`src/hdl/icmp_er_pkg.sv`:
```
`timescale 1ns / 1ps

package icmp_er_pkg;

   localparam int LANE_BITS   = 64;
   localparam int NUM_LANES   = 8;
   localparam int BEAT_BITS   = LANE_BITS * NUM_LANES;
   localparam int ENABLE_BITS = 64;
   localparam int COUNT_BITS  = 64;
   // nine 16-bit header words summed, checksum word left out
   localparam int SUM_BITS    = 20;

   localparam int QUEUE_DEPTH_DEFAULT = 4;

   // byte offsets within the first beat
   localparam int MAC_DST_BYTE   = 0;
   localparam int MAC_SRC_BYTE   = 6;
   localparam int MAC_BYTES      = 6;
   localparam int IP_HDR_BYTE    = 14;
   localparam int TTL_BYTE       = 22;
   localparam int IP_CSUM_BYTE   = 24;
   localparam int IP_SRC_BYTE    = 26;
   localparam int IP_DST_BYTE    = 30;
   localparam int IP_ADDR_BYTES  = 4;
   localparam int ICMP_TYPE_BYTE = 34;
   localparam int ICMP_CODE_BYTE = 35;
   localparam int ICMP_CSUM_BYTE = 36;

   localparam logic [7:0]  ECHO_REQUEST_TYPE = 8'd8;
   localparam logic [7:0]  ECHO_REPLY_TYPE   = 8'd0;
   localparam logic [7:0]  ECHO_CODE         = 8'd0;
   localparam logic [7:0]  REPLY_TTL         = 8'd128;
   localparam logic [15:0] ICMP_TYPE_PATCH   = 16'h0800;

   typedef struct packed {
      logic [BEAT_BITS-1:0]   beat;
      logic [ENABLE_BITS-1:0] enables;
      logic                   last;
      logic                   forwarded;
      logic                   rewrite;
      logic [SUM_BITS-1:0]    ip_sum;
      logic [COUNT_BITS-1:0]  count;
   } entry_type;

   typedef struct packed {
      logic                  inspecting;
      logic [COUNT_BITS-1:0] count;
   } front_status_type;

   function automatic logic [7:0] get_byte(input logic [BEAT_BITS-1:0] beat,
                                           input int unsigned idx);
      return beat[8*idx +: 8];
   endfunction

   // big-endian 16-bit word starting at byte idx
   function automatic logic [15:0] get_word(input logic [BEAT_BITS-1:0] beat,
                                            input int unsigned idx);
      return {beat[8*idx +: 8], beat[8*(idx+1) +: 8]};
   endfunction

endpackage

```
`src/hdl/icmp_echo_responder_core.sv`:
```
// ICMP echo responder. Every beat pushed in yields one result beat, in order. The first beat of
// a packet carrying an echo request (type 8, code 0) comes out as an echo reply: MAC and IP
// addresses swapped, TTL 128, IPv4 header checksum recomputed, type 0 and the ICMP checksum
// patched by 0x0800 with end-around carry; later beats of that packet pass unchanged.
// Beats of any other packet come out with forwarded low and lanes and enables zero.
// packet_count is the number of end_of_packet beats accepted before this beat.
// Throughput is one beat per clock when neither full nor a withheld pop stalls the flow; a beat passes
// through the classify queue and then the rewrite output register to the result side. The queue
// between classify and rewrite holds QUEUE_DEPTH beats, so full and pop stall independently.
`timescale 1ns / 1ps

module icmp_echo_responder_core #(
   parameter int QUEUE_DEPTH = icmp_er_pkg::QUEUE_DEPTH_DEFAULT
) (
   input  logic        clock,
   input  logic        reset,
   input  logic        push,
   output logic        full,
   input  logic [63:0] req_lane0_bits,
   input  logic [63:0] req_lane1_bits,
   input  logic [63:0] req_lane2_bits,
   input  logic [63:0] req_lane3_bits,
   input  logic [63:0] req_lane4_bits,
   input  logic [63:0] req_lane5_bits,
   input  logic [63:0] req_lane6_bits,
   input  logic [63:0] req_lane7_bits,
   input  logic [63:0] req_byte_enables,
   input  logic        req_end_of_packet,
   output logic        empty,
   input  logic        pop,
   output logic [63:0] rsp_out_lane0,
   output logic [63:0] rsp_out_lane1,
   output logic [63:0] rsp_out_lane2,
   output logic [63:0] rsp_out_lane3,
   output logic [63:0] rsp_out_lane4,
   output logic [63:0] rsp_out_lane5,
   output logic [63:0] rsp_out_lane6,
   output logic [63:0] rsp_out_lane7,
   output logic [63:0] rsp_out_enables,
   output logic        rsp_out_last,
   output logic        rsp_forwarded,
   output logic [63:0] rsp_packet_count
);
   import icmp_er_pkg::*;

   logic [BEAT_BITS-1:0] in_beat;
   logic [BEAT_BITS-1:0] out_beat;
   logic                 q_push, q_full, q_pop, q_empty;
   entry_type            q_push_entry, q_pop_entry;
   front_status_type     front_status;
   logic                 out_valid;

   assign in_beat = {req_lane7_bits, req_lane6_bits, req_lane5_bits, req_lane4_bits,
                     req_lane3_bits, req_lane2_bits, req_lane1_bits, req_lane0_bits};

   icmp_er_front u_front (
      .clock       (clock),
      .reset       (reset),
      .beat_valid  (push),
      .beat        (in_beat),
      .enables     (req_byte_enables),
      .last        (req_end_of_packet),
      .queue_full  (q_full),
      .queue_push  (q_push),
      .queue_entry (q_push_entry),
      .status      (front_status)
   );

   icmp_er_queue #(
      .DEPTH (QUEUE_DEPTH)
   ) u_queue (
      .clock      (clock),
      .reset      (reset),
      .push       (q_push),
      .push_entry (q_push_entry),
      .full       (q_full),
      .pop        (q_pop),
      .pop_entry  (q_pop_entry),
      .empty      (q_empty)
   );

   icmp_er_back u_back (
      .clock         (clock),
      .reset         (reset),
      .queue_entry   (q_pop_entry),
      .queue_empty   (q_empty),
      .queue_pop     (q_pop),
      .out_valid     (out_valid),
      .out_pop       (pop),
      .out_beat      (out_beat),
      .out_enables   (rsp_out_enables),
      .out_last      (rsp_out_last),
      .out_forwarded (rsp_forwarded),
      .out_count     (rsp_packet_count)
   );

   assign full  = q_full;
   assign empty = !out_valid;

   assign rsp_out_lane0 = out_beat[0*LANE_BITS +: LANE_BITS];
   assign rsp_out_lane1 = out_beat[1*LANE_BITS +: LANE_BITS];
   assign rsp_out_lane2 = out_beat[2*LANE_BITS +: LANE_BITS];
   assign rsp_out_lane3 = out_beat[3*LANE_BITS +: LANE_BITS];
   assign rsp_out_lane4 = out_beat[4*LANE_BITS +: LANE_BITS];
   assign rsp_out_lane5 = out_beat[5*LANE_BITS +: LANE_BITS];
   assign rsp_out_lane6 = out_beat[6*LANE_BITS +: LANE_BITS];
   assign rsp_out_lane7 = out_beat[7*LANE_BITS +: LANE_BITS];

`ifndef SYNTHESIS
   // last beat always puts the front back to header inspection
   a_eop_rearms: assert property (@(posedge clock) disable iff (reset)
      (push && !full && req_end_of_packet) |=> front_status.inspecting)
      else $error("phase not back to inspect after last beat");

   a_eop_counts: assert property (@(posedge clock) disable iff (reset)
      (push && !full && req_end_of_packet) |=>
      (front_status.count == $past(front_status.count) + COUNT_BITS'(1)))
      else $error("packet count did not advance on last beat");

   a_drop_zeroed: assert property (@(posedge clock) disable iff (reset)
      (!empty && !rsp_forwarded) |->
      (rsp_out_enables == '0 && rsp_out_lane0 == '0 && rsp_out_lane4 == '0))
      else $error("dropped beat carries data");

   a_queue_no_overrun: assert property (@(posedge clock) disable iff (reset)
      q_full |-> !q_push)
      else $error("push into full queue");
`endif

endmodule

```
`src/hdl/icmp_er_front.sv`:
```
`timescale 1ns / 1ps

module icmp_er_front (
   input  logic                          clock,
   input  logic                          reset,
   input  logic                          beat_valid,
   input  logic [icmp_er_pkg::BEAT_BITS-1:0]   beat,
   input  logic [icmp_er_pkg::ENABLE_BITS-1:0] enables,
   input  logic                          last,
   input  logic                          queue_full,
   output logic                          queue_push,
   output icmp_er_pkg::entry_type        queue_entry,
   output icmp_er_pkg::front_status_type status
);
   import icmp_er_pkg::*;

   typedef enum logic [1:0] {
      PH_INSPECT,
      PH_FORWARD,
      PH_DROP
   } phase_type;

   phase_type             phase_ff, phase_in;
   logic [COUNT_BITS-1:0] count_ff, count_in;
   logic                  accept;
   logic                  is_request;
   logic                  forward;
   logic                  rewrite;
   logic [SUM_BITS-1:0]   ip_sum;

   assign accept     = beat_valid && !queue_full;
   assign queue_push = accept;

   assign is_request = (get_byte(beat, ICMP_TYPE_BYTE) == ECHO_REQUEST_TYPE) &&
                       (get_byte(beat, ICMP_CODE_BYTE) == ECHO_CODE);

   // address swaps leave the sum unchanged; TTL word already carries the new TTL
   assign ip_sum = SUM_BITS'(get_word(beat, IP_HDR_BYTE))
                 + SUM_BITS'(get_word(beat, IP_HDR_BYTE + 2))
                 + SUM_BITS'(get_word(beat, IP_HDR_BYTE + 4))
                 + SUM_BITS'(get_word(beat, IP_HDR_BYTE + 6))
                 + SUM_BITS'({REPLY_TTL, get_byte(beat, TTL_BYTE + 1)})
                 + SUM_BITS'(get_word(beat, IP_SRC_BYTE))
                 + SUM_BITS'(get_word(beat, IP_SRC_BYTE + 2))
                 + SUM_BITS'(get_word(beat, IP_DST_BYTE))
                 + SUM_BITS'(get_word(beat, IP_DST_BYTE + 2));

   always_comb begin
      phase_in = phase_ff;
      count_in = count_ff;
      forward  = 1'b0;
      rewrite  = 1'b0;
      case (phase_ff)
         PH_INSPECT: begin
            forward  = is_request;
            rewrite  = is_request;
            phase_in = is_request ? PH_FORWARD : PH_DROP;
         end
         PH_FORWARD: begin
            forward = 1'b1;
         end
         default: begin
            forward = 1'b0;
         end
      endcase
      if (last) begin
         phase_in = PH_INSPECT;
         count_in = count_ff + COUNT_BITS'(1);
      end
   end

   always_ff @(posedge clock) begin
      if (reset) begin
         phase_ff <= PH_INSPECT;
         count_ff <= '0;
      end else if (accept) begin
         phase_ff <= phase_in;
         count_ff <= count_in;
      end
   end

   always_comb begin
      queue_entry.beat      = beat;
      queue_entry.enables   = enables;
      queue_entry.last      = last;
      queue_entry.forwarded = forward;
      queue_entry.rewrite   = rewrite;
      queue_entry.ip_sum    = ip_sum;
      queue_entry.count     = count_ff;
   end

   assign status.inspecting = (phase_ff == PH_INSPECT);
   assign status.count      = count_ff;

endmodule

```
`src/hdl/icmp_er_queue.sv`:
```
`timescale 1ns / 1ps

module icmp_er_queue #(
   parameter int DEPTH = icmp_er_pkg::QUEUE_DEPTH_DEFAULT
) (
   input  logic                   clock,
   input  logic                   reset,
   input  logic                   push,
   input  icmp_er_pkg::entry_type push_entry,
   output logic                   full,
   input  logic                   pop,
   output icmp_er_pkg::entry_type pop_entry,
   output logic                   empty
);
   import icmp_er_pkg::*;

   localparam int PTR_BITS = (DEPTH > 1) ? $clog2(DEPTH) : 1;
   localparam int CNT_BITS = $clog2(DEPTH + 1);
   localparam logic [PTR_BITS-1:0] LAST_PTR = PTR_BITS'(DEPTH - 1);
   localparam logic [CNT_BITS-1:0] FULL_CNT = CNT_BITS'(DEPTH);

   entry_type           slots_ff [DEPTH];
   logic [PTR_BITS-1:0] wr_ptr_ff, wr_ptr_in;
   logic [PTR_BITS-1:0] rd_ptr_ff, rd_ptr_in;
   logic [CNT_BITS-1:0] fill_ff, fill_in;
   logic                do_push, do_pop;

   assign full    = (fill_ff == FULL_CNT);
   assign empty   = (fill_ff == '0);
   assign do_push = push && !full;
   assign do_pop  = pop && !empty;

   assign pop_entry = slots_ff[rd_ptr_ff];

   always_comb begin
      wr_ptr_in = wr_ptr_ff;
      rd_ptr_in = rd_ptr_ff;
      fill_in   = fill_ff;
      if (do_push) begin
         wr_ptr_in = (wr_ptr_ff == LAST_PTR) ? '0 : wr_ptr_ff + PTR_BITS'(1);
      end
      if (do_pop) begin
         rd_ptr_in = (rd_ptr_ff == LAST_PTR) ? '0 : rd_ptr_ff + PTR_BITS'(1);
      end
      if (do_push && !do_pop) begin
         fill_in = fill_ff + CNT_BITS'(1);
      end else if (do_pop && !do_push) begin
         fill_in = fill_ff - CNT_BITS'(1);
      end
   end

   always_ff @(posedge clock) begin
      if (reset) begin
         wr_ptr_ff <= '0;
         rd_ptr_ff <= '0;
         fill_ff   <= '0;
      end else begin
         wr_ptr_ff <= wr_ptr_in;
         rd_ptr_ff <= rd_ptr_in;
         fill_ff   <= fill_in;
      end
   end

   always_ff @(posedge clock) begin
      if (do_push) begin
         slots_ff[wr_ptr_ff] <= push_entry;
      end
   end

endmodule

```
`src/hdl/icmp_er_back.sv`:
```
`timescale 1ns / 1ps

module icmp_er_back (
   input  logic                                clock,
   input  logic                                reset,
   input  icmp_er_pkg::entry_type              queue_entry,
   input  logic                                queue_empty,
   output logic                                queue_pop,
   output logic                                out_valid,
   input  logic                                out_pop,
   output logic [icmp_er_pkg::BEAT_BITS-1:0]   out_beat,
   output logic [icmp_er_pkg::ENABLE_BITS-1:0] out_enables,
   output logic                                out_last,
   output logic                                out_forwarded,
   output logic [icmp_er_pkg::COUNT_BITS-1:0]  out_count
);
   import icmp_er_pkg::*;

   logic                   valid_ff, valid_in;
   logic [BEAT_BITS-1:0]   beat_ff, beat_in;
   logic [ENABLE_BITS-1:0] enables_ff, enables_in;
   logic                   last_ff;
   logic                   forwarded_ff;
   logic [COUNT_BITS-1:0]  count_ff;
   logic                   load;
   logic [16:0]            ip_fold;
   logic [15:0]            ip_csum;
   logic [16:0]            icmp_sum;
   logic [15:0]            icmp_csum;

   // output register refills whenever it is empty or being drained
   assign load      = !queue_empty && (!valid_ff || out_pop);
   assign queue_pop = load;

   // two end-around folds cover any nine-word sum
   assign ip_fold   = {1'b0, queue_entry.ip_sum[15:0]} + 17'(queue_entry.ip_sum[SUM_BITS-1:16]);
   assign ip_csum   = ~(ip_fold[15:0] + 16'(ip_fold[16]));
   assign icmp_sum  = {1'b0, get_word(queue_entry.beat, ICMP_CSUM_BYTE)} + {1'b0, ICMP_TYPE_PATCH};
   assign icmp_csum = icmp_sum[15:0] + 16'(icmp_sum[16]);

   always_comb begin
      beat_in    = queue_entry.beat;
      enables_in = queue_entry.enables;
      if (queue_entry.rewrite) begin
         for (int k = 0; k < MAC_BYTES; k++) begin
            beat_in[8*(MAC_DST_BYTE+k) +: 8] = get_byte(queue_entry.beat, MAC_SRC_BYTE + k);
            beat_in[8*(MAC_SRC_BYTE+k) +: 8] = get_byte(queue_entry.beat, MAC_DST_BYTE + k);
         end
         for (int k = 0; k < IP_ADDR_BYTES; k++) begin
            beat_in[8*(IP_SRC_BYTE+k) +: 8] = get_byte(queue_entry.beat, IP_DST_BYTE + k);
            beat_in[8*(IP_DST_BYTE+k) +: 8] = get_byte(queue_entry.beat, IP_SRC_BYTE + k);
         end
         beat_in[8*TTL_BYTE +: 8]           = REPLY_TTL;
         beat_in[8*IP_CSUM_BYTE +: 8]       = ip_csum[15:8];
         beat_in[8*(IP_CSUM_BYTE+1) +: 8]   = ip_csum[7:0];
         beat_in[8*ICMP_TYPE_BYTE +: 8]     = ECHO_REPLY_TYPE;
         beat_in[8*ICMP_CSUM_BYTE +: 8]     = icmp_csum[15:8];
         beat_in[8*(ICMP_CSUM_BYTE+1) +: 8] = icmp_csum[7:0];
      end
      if (!queue_entry.forwarded) begin
         beat_in    = '0;
         enables_in = '0;
      end
   end

   always_comb begin
      valid_in = valid_ff;
      if (load) begin
         valid_in = 1'b1;
      end else if (out_pop) begin
         valid_in = 1'b0;
      end
   end

   always_ff @(posedge clock) begin
      if (reset) begin
         valid_ff <= 1'b0;
      end else begin
         valid_ff <= valid_in;
      end
   end

   always_ff @(posedge clock) begin
      if (load) begin
         beat_ff      <= beat_in;
         enables_ff   <= enables_in;
         last_ff      <= queue_entry.last;
         forwarded_ff <= queue_entry.forwarded;
         count_ff     <= queue_entry.count;
      end
   end

   assign out_valid     = valid_ff;
   assign out_beat      = beat_ff;
   assign out_enables   = enables_ff;
   assign out_last      = last_ff;
   assign out_forwarded = forwarded_ff;
   assign out_count     = count_ff;

endmodule

```
`config.mk`:
```
export PLATFORM = sky130hd
export DESIGN_NAME = icmp_echo_responder_core
export DESIGN_NICKNAME = d
export VERILOG_FILES = /design/src/hdl/icmp_er_pkg.sv /design/src/hdl/icmp_echo_responder_core.sv /design/src/hdl/icmp_er_front.sv /design/src/hdl/icmp_er_queue.sv /design/src/hdl/icmp_er_back.sv
export SDC_FILE = /design/constraint.sdc
export NUM_CORES = 2
export LEC_CHECK = 0
export BUFFER_PORTS_ARGS = -buffer_cell sky130_fd_sc_hd__buf_2
export CORE_ASPECT_RATIO = 1.75
export CORE_MARGIN = 3
export CORE_UTILIZATION = 57
export CTS_BUF_LIST = sky130_fd_sc_hd__clkbuf_16
export CTS_CLUSTER_SIZE = 28
export DETAILED_ROUTE_END_ITERATION = 12
export MAX_ROUTING_LAYER = met4
export PLACE_DENSITY = 0.8
export RECOVER_POWER = 50
export SETUP_SLACK_MARGIN = 0.05
export SYNTH_ARGS = -nofsm -noshare
export SYNTH_HDL_FRONTEND = slang
export SYNTH_SLANG_ARGS = --single-unit
```
`constraint.sdc`:
```
create_clock -name clock -period 94.4 [get_ports clock]
set_input_delay 18.88 -clock clock [delete_from_list [all_inputs] [get_ports clock]]
set_output_delay 18.88 -clock clock [all_outputs]
set_load 0.005 [all_outputs]
```
Word level (Yosys, flattened, before mapping)
Memories as Yosys holds them, arrays and structs flattened. A register that Yosys moved wholly into a read port is not among the register bits.
Index checks and enable logic that the tools add are counted.
Word-level totals
  logic and storage cells: 78
  input bits: 581
  register bits: 716
  memories: 1
  RAM bits: 2652
  output and inout port bits: 644
Memories
  u_queue.slots_ff: words 4, bits a word 663, read ports 1, clocked after memory_dff 1, wr ports 1, line icmp_er_queue.sv:22  | entry_type slots_ff [DEPTH];
Cells by class
  bitwise gates (word level): 2
  equality and inequality tests: 5
  multiplexer cells: 19
  add/sub/neg operators: 17
  reductions and logical operators: 22
Operator list (number)
  $add A20 B16 Y20: 7
  $mux W96: 1
  $mux W80: 1
  $add A64 B1 Y64 const B: 1
  $add A16 B1 Y16: 2
  $add A16 B12 Y17 const B: 1
  $add A16 B16 Y17: 1
  $add A16 B4 Y17: 1
  $mux W16: 1
  $not A16 Y16: 1
  $mux W2: 7
  $eq A8 B4 Y1 const B: 1
  $logic_not A8 Y1: 1
  $mux W8: 1
  $logic_and A1 B1 Y1: 7
  $mux W3: 2
  $reduce_bool A2 Y1: 3
  $logic_not A1 Y1: 5
  $mux W1: 5
  $add A2 B1 Y2 const B: 2
  $eq A2 B2 Y1 const B: 2
  $reduce_and A2 Y1: 2
  $add A3 B1 Y3 const B: 1
  $eq A3 B3 Y1 const B: 1
  8 further kinds: 8

Logic depth before layout (Yosys ltp)
  depth in word-level cells: 8
  mapped depth: 21
  gate-level depth less buffers: 21

Modules after synthesis
Synthesis repeated with hierarchy kept, for this count alone.
Unflattened totals
  cells, all modules: 6621
  area total of the unflattened synthesis: 133355.4 sq um
By module, submodules not included
  icmp_er_queue: cells each 3513, seq. area each 79816.6 sq um, area an instance 95804.4 sq um, instances 1
  icmp_er_back: cells each 1676, seq. area each 19298.5 sq um, area an instance 25862.3 sq um, instances 1
  icmp_er_front: cells each 1431, seq. area each 1321.3 sq um, area an instance 11685.0 sq um, instances 1
  icmp_echo_responder_core: cells each 1, seq. area each 0.0 sq um, area an instance 3.8 sq um, instances 1

Worst setup path after synthesis
OpenSTA, ideal clock, no wires.
  path kind: input to register
  start point: in pop
  end point: reg u_queue.fill_ff[2]
  data arrival time: 54412 ps
  setup time: 70 ps
  stages on the path: 9
  path buffers: 0
  slack: 39918 ps
  required time: 94330 ps
  path through: inv_1 a21oi_1 inv_1 ha_1 inv_1 fa_1 xor2_1 or3_1 a21oi_1
Between the ends
  cells in the longest elaborated chain, start to end: 6
  elaborated cells between the ends (all ways): 8
  classes of those cells: mux: 1; reduce/logical: 7
RTL lines
  start: declaration: line icmp_echo_responder_core.sv:30  | input logic pop,
  $logic_or A1 B1 Y1 (*): line icmp_er_back.sv:32  | assign load = !queue_empty && (!valid_ff || out_pop);
  $logic_and A1 B1 Y1 (*): line icmp_er_back.sv:32
  net q_pop: line icmp_echo_responder_core.sv:48  | logic q_push, q_full, q_pop, q_empty;
  $logic_and A1 B1 Y1 (*): line icmp_er_queue.sv:31  | assign do_pop = pop && !empty;
  $logic_not A1 Y1: line icmp_er_queue.sv:45  | if (do_push && !do_pop) begin
  $logic_and A1 B1 Y1: line icmp_er_queue.sv:45
  $mux W3 or $reduce_bool A2 Y1 (tied branches)
  end signal: assignment: line icmp_er_queue.sv:60  | fill_ff <= fill_in;
  end: declaration: line icmp_er_queue.sv:25  | logic [CNT_BITS-1:0] fill_ff, fill_in;
The timed path passes the listed nets; every way through them passes the cells marked *.
A chain may end at the register's enable or synchronous reset.

Worst setup path after layout
  start point: in pop
  end point: reg u_back.beat_ff[375] (netlist: u_back.out_beat[375]), enable pin
Between the ends
  cells in the longest elaborated chain, start to end: 2
RTL lines
  $logic_or A1 B1 Y1: line icmp_er_back.sv:32
  $logic_and A1 B1 Y1: line icmp_er_back.sv:32
  net q_pop: line icmp_echo_responder_core.sv:48
  end signal: assignment: line icmp_er_back.sv:85  | beat_ff <= beat_in;
  end: declaration: line icmp_er_back.sv:20  | logic [BEAT_BITS-1:0] beat_ff, beat_in;
The timed path passes the listed nets, and every way through them passes these cells.

==> results_tabular.tex <==
\begin{tabular}{lr}
\hline
Metric & Value \\
\hline
\multicolumn{2}{l}{\textbf{Clock network}} \\
Cells resized by post-CTS repair & 0 \\
Post-CTS Setup Bufs & 0 \\
Number of buffers inserted for hold repair after clock tree synthesis & 0 \\
Count of H-tree levels built during CTS & 5 \\
Clk\_lat worst skew & 0.82 ns \\
Longest Clk Path Bufs & 4 \\
Buffer cell driving the clock tree root & clkbuf\_16 \\
Reg clk slew, reported paths & 0.06 ns \\
CTS tree & done \\
Num Clock Sinks & 3370 \\
Clock buffers created by TritonCTS & 289 \\
\multicolumn{2}{l}{\textbf{Routing}} \\
Total iterations of the first detailed-routing run & 5 \\
Vias post-DR & 65.8k \\
Initial drt markers & 7226 \\
Average vias per placed instance & 6.13 \\
Total wirelength of the detailed-routed design & 327 mm \\
DRC & 0 \\
Number of antenna-violating nets in the routed design & 0 \\
Wire per inst & 30.5 um \\
\multicolumn{2}{l}{\textbf{Floorplan}} \\
Number of primary I/O pins & 1225 \\
Count of standard-cell rows & 229 \\
Initial cell density of the core & 57.4\% \\
Die area & 231000 um\^{}2 \\
Die height & 633 um \\
Core footprint & 223000 um\^{}2 \\
Die X-Extent & 364 um \\
\multicolumn{2}{l}{\textbf{Timing}} \\
Clock tree skew after final layout & 0.0564 ns \\
Final period util & 31.1\% \\
Transition time at the pin with the least slew margin & 8.80 ns \\
Total Neg Setup Slack & 0 ns \\
Final hold viol count & 0 \\
Worst slew margin relative to its limit & -487\% \\
RSZ-0062 raised after global routing & no \\
Maximum operating frequency & 34.1 MHz \\
Endpoints failing setup & 0 \\
Final Max Slew Viols & 1284 \\
Minimum period implied by the final worst setup slack & 29.34 ns \\
\multicolumn{2}{l}{\textbf{Critical path}} \\
Worst path slowest cell & clkbuf\_1 \\
Critical path's most frequent cell & clkbuf\_1 \\
Required time worst endpoint & 94.82 ns \\
CP Capture Type & flop \\
Cell Chain, Critical Path & clkbuf\_1 > inv\_1 > a21oi\_4 > clkbuf\_1 > clkbuf\_1 > buf\_12 > buf\_4 > buf\_4 \\
Crit-path max cell delay & 5.71 ns \\
Worst path top cell family by delay & buffers and inverters \\
Startpoint Class & primary input \\
Category of the critical setup timing path & primary input to flop \\
Signal arrival time at the worst endpoint & 29.76 ns \\
Setup slack on the worst flop-to-flop path & 77.18 ns \\
Worst reg2reg endpoint & u\_back.out\_beat[419] \\
Number of buffers and inverters on the critical path & 7 \\
Crit Path Max Fanout & 150 \\
Length in cells of the worst reg-to-reg path & 7 \\
\multicolumn{2}{l}{\textbf{Pwr}} \\
Pwr Density & 32.6 nW/um\^{}2 \\
Cell internal power dissipation & 3260 uW \\
Static Leakage & 0.0486 uW \\
Clock power frac & 24.6\% \\
Peak supply drop & 34.7 uV \\
Switching part of the total power & 31.6\% \\
Fraction of power consumed by combinational cells & 30.1\% \\
Switching Power & 1510 uW \\
Power share of the sequential group & 45.4\% \\
\multicolumn{2}{l}{\textbf{Synth}} \\
Commonest register cell after synthesis & edfxtp\_1 \\
Top cell type's share of synthesized area & 77.3\% \\
Post-synthesis cell area & 128000 um\^{}2 \\
Synthesized area divided by synthesized cell count & 20.9 um\^{}2 \\
Number of cells produced by synthesis & 6127 \\
Async SR Flop Fraction & 0\% \\
Count of yosys warnings during synthesis & 0 \\
Top cells by area, synth & edfxtp\_1 (77\%), mux4\_2 (11\%), and2\_1 (1.9\%) \\
Number of distinct library cells after synthesis & 67 \\
Seq/Total Area, Yosys & 78.5\% \\
Cell type contributing the most total cell area after synthesis & edfxtp\_1 \\
Synth Register Bits & 3370 \\
Syn nets & 6860 \\
Number of flops mapped to enable cells by yosys & 3294 \\
\multicolumn{2}{l}{\textbf{Placed design}} \\
Half-perimeter wire length of the detailed placement result & 206 mm \\
\# port buffers & 1224 \\
Final Wtd Congestion & 0.875 \\
Total cell area at the placement stage & 137000 um\^{}2 \\
\multicolumn{2}{l}{\textbf{Cells and area}} \\
Sequential cell area & 100000 um\^{}2 \\
Total of fill cells in the finished design & 14.2k \\
Most common cell after layout, fill and taps aside & edfxtp\_1 \\
Final \#Nets & 8189 \\
Commonest cells after routing, fill and taps aside & edfxtp\_1 (3294), mux4\_2 (652), clkbuf\_1 (649), buf\_2 (588), nand2\_1 (378) \\
Utilization of the core after routing & 65.6\% \\
Share of final-layout standard cells stronger than drive strength 1 & 22.7\% \\
Final instance area & 146000 um\^{}2 \\
Footprint of the multi-input gates & 25900 um\^{}2 \\
Post-synthesis to final-layout area growth & 14.2\% \\
\multicolumn{2}{l}{\textbf{Global route}} \\
Largest net degree at the start of global routing & 154 \\
Vias in the first global route & 67.2k \\
Grt ovf & 0 \\
Initial antenna violation count & 164 \\
GRT Util Overall & 29.0\% \\
Global-route wire length before repair & 467 mm \\
\multicolumn{2}{l}{\textbf{Job}} \\
Max-cap violation count & 18 \\
\multicolumn{2}{l}{\textbf{Hold path}} \\
Worst Hold Endpoint & u\_back.out\_valid \\
Class of the tightest hold or removal check & flop to flop \\
Hold path start & u\_back.out\_valid \\
Cell count of the worst hold path & 2 \\
\multicolumn{2}{l}{\textbf{Run status}} \\
Violated checks & capacitance limit, slew limit \\
Run status & finished with violations \\
\hline
\end{tabular}
-- power by group through the flow --
stage	combinational, uW	sequential, uW	clock [uW]
CTS	1430	2160	1190
finish	1440	2170	1170
floorplan	848	2420	0
detailed placement	1420	2180	0
global route	1550	2180	1240
global placement	1380	2170	0
-- per-stage QoR --
stage	hold slack, ns	instances	setup slack, ns	power (uW)
after global placement	0.476	10100	69.25	3560
final	0.514	10700	65.06	4770
after CTS	0.512	10600	69.88	4780
after floorplan	0.445	6127	39.92	3260
after global routing	0.548	10700	64.68	4970
after detailed placement	0.503	10100	69.02	3600
-- cells by family (layout without fill, tap and decap cells) --
logic type / count (synthesis) / after routing / share of synthesized area (%)
flops: 3370 / 3370 / 78.5
simple gates: 1073 / 1073 / 4.29
mux: 672 / 672 / 11.8
buf+inv: 435 / 1991 / 1.37
compound gates: 314 / 314 / 1.36
fa+ha+maj: 153 / 153 / 2.02
xor+xnor: 110 / 110 / 0.753
other cells: 0 / 167 / 0
-- worst max-delay path by stage --
stage | from | to | slack [ns] | cells after the start
floorplan | pop | u_queue.fill_ff[2] | 39.92 | 9
finish | pop | u_back.out_beat[375] | 65.06 | 8
detailed placement | req_lane1_bits[57] | u_queue.slots_ff[0][82] | 69.02 | 19
CTS | req_lane1_bits[57] | u_queue.slots_ff[0][82] | 69.88 | 19
global route | pop | u_back.out_beat[354] | 64.68 | 8
global placement | req_lane1_bits[57] | u_queue.slots_ff[0][82] | 69.25 | 19
-- cells in the mapped netlist (all sizes together) (67+ instances only) --
master  instances
a21oi         220
and2          380
buf            80
clkbuf        187
dfxtp          76
edfxtp       3294
fa             90
inv           167
mux4          662
nand2         378
nor2          114
xnor2          67
-- registers in the layout, summed over array words and instances, names as in the netlist, named ones only --
signal,count
u_back.out_enables,64
u_queue.fill_ff,3
u_back.out_forwarded,1
u_back.out_last,1
u_queue.wr_ptr_ff,2
u_queue.slots_ff,2652
u_back.out_valid,1
u_front.phase_ff,2
u_queue.rd_ptr_ff,2
u_back.out_beat,512
u_front.count_ff,64
u_back.out_count,64
-- metal layers --
metal  part of all wire (%)  wire length, um  vias up  global-route usage (%)
met4                    6.3            20500        0                    15.4
met5                      0                0        -                       -
li1                       -                -    27200                       -
met2                     49           162000     3792                    45.5
met1                     33           109000    34100                    34.5
met3                     11            35600      728                    8.20
-- layout make-up --
class                           count  share of cell area [%]
Antenna cell                      167                   0.286
Clock buffer                      295                    5.05
Clock inverter                    223                    1.28
Inverter                          168                   0.432
Multi-Input combinational cell   2322                    17.7
Sequential cell                  3370                    68.7
Tap cell                         2887                    2.47
Timing Repair Buffer             1305                    4.10
-- tightest hold or removal path, cell delays in order, from the launching register on --
cell and delay (ns):
dfxtp_1 0.35, nand2_1 0.07, a21oi_1 0.05
Note: power is estimated with default switching activity, not from simulation.
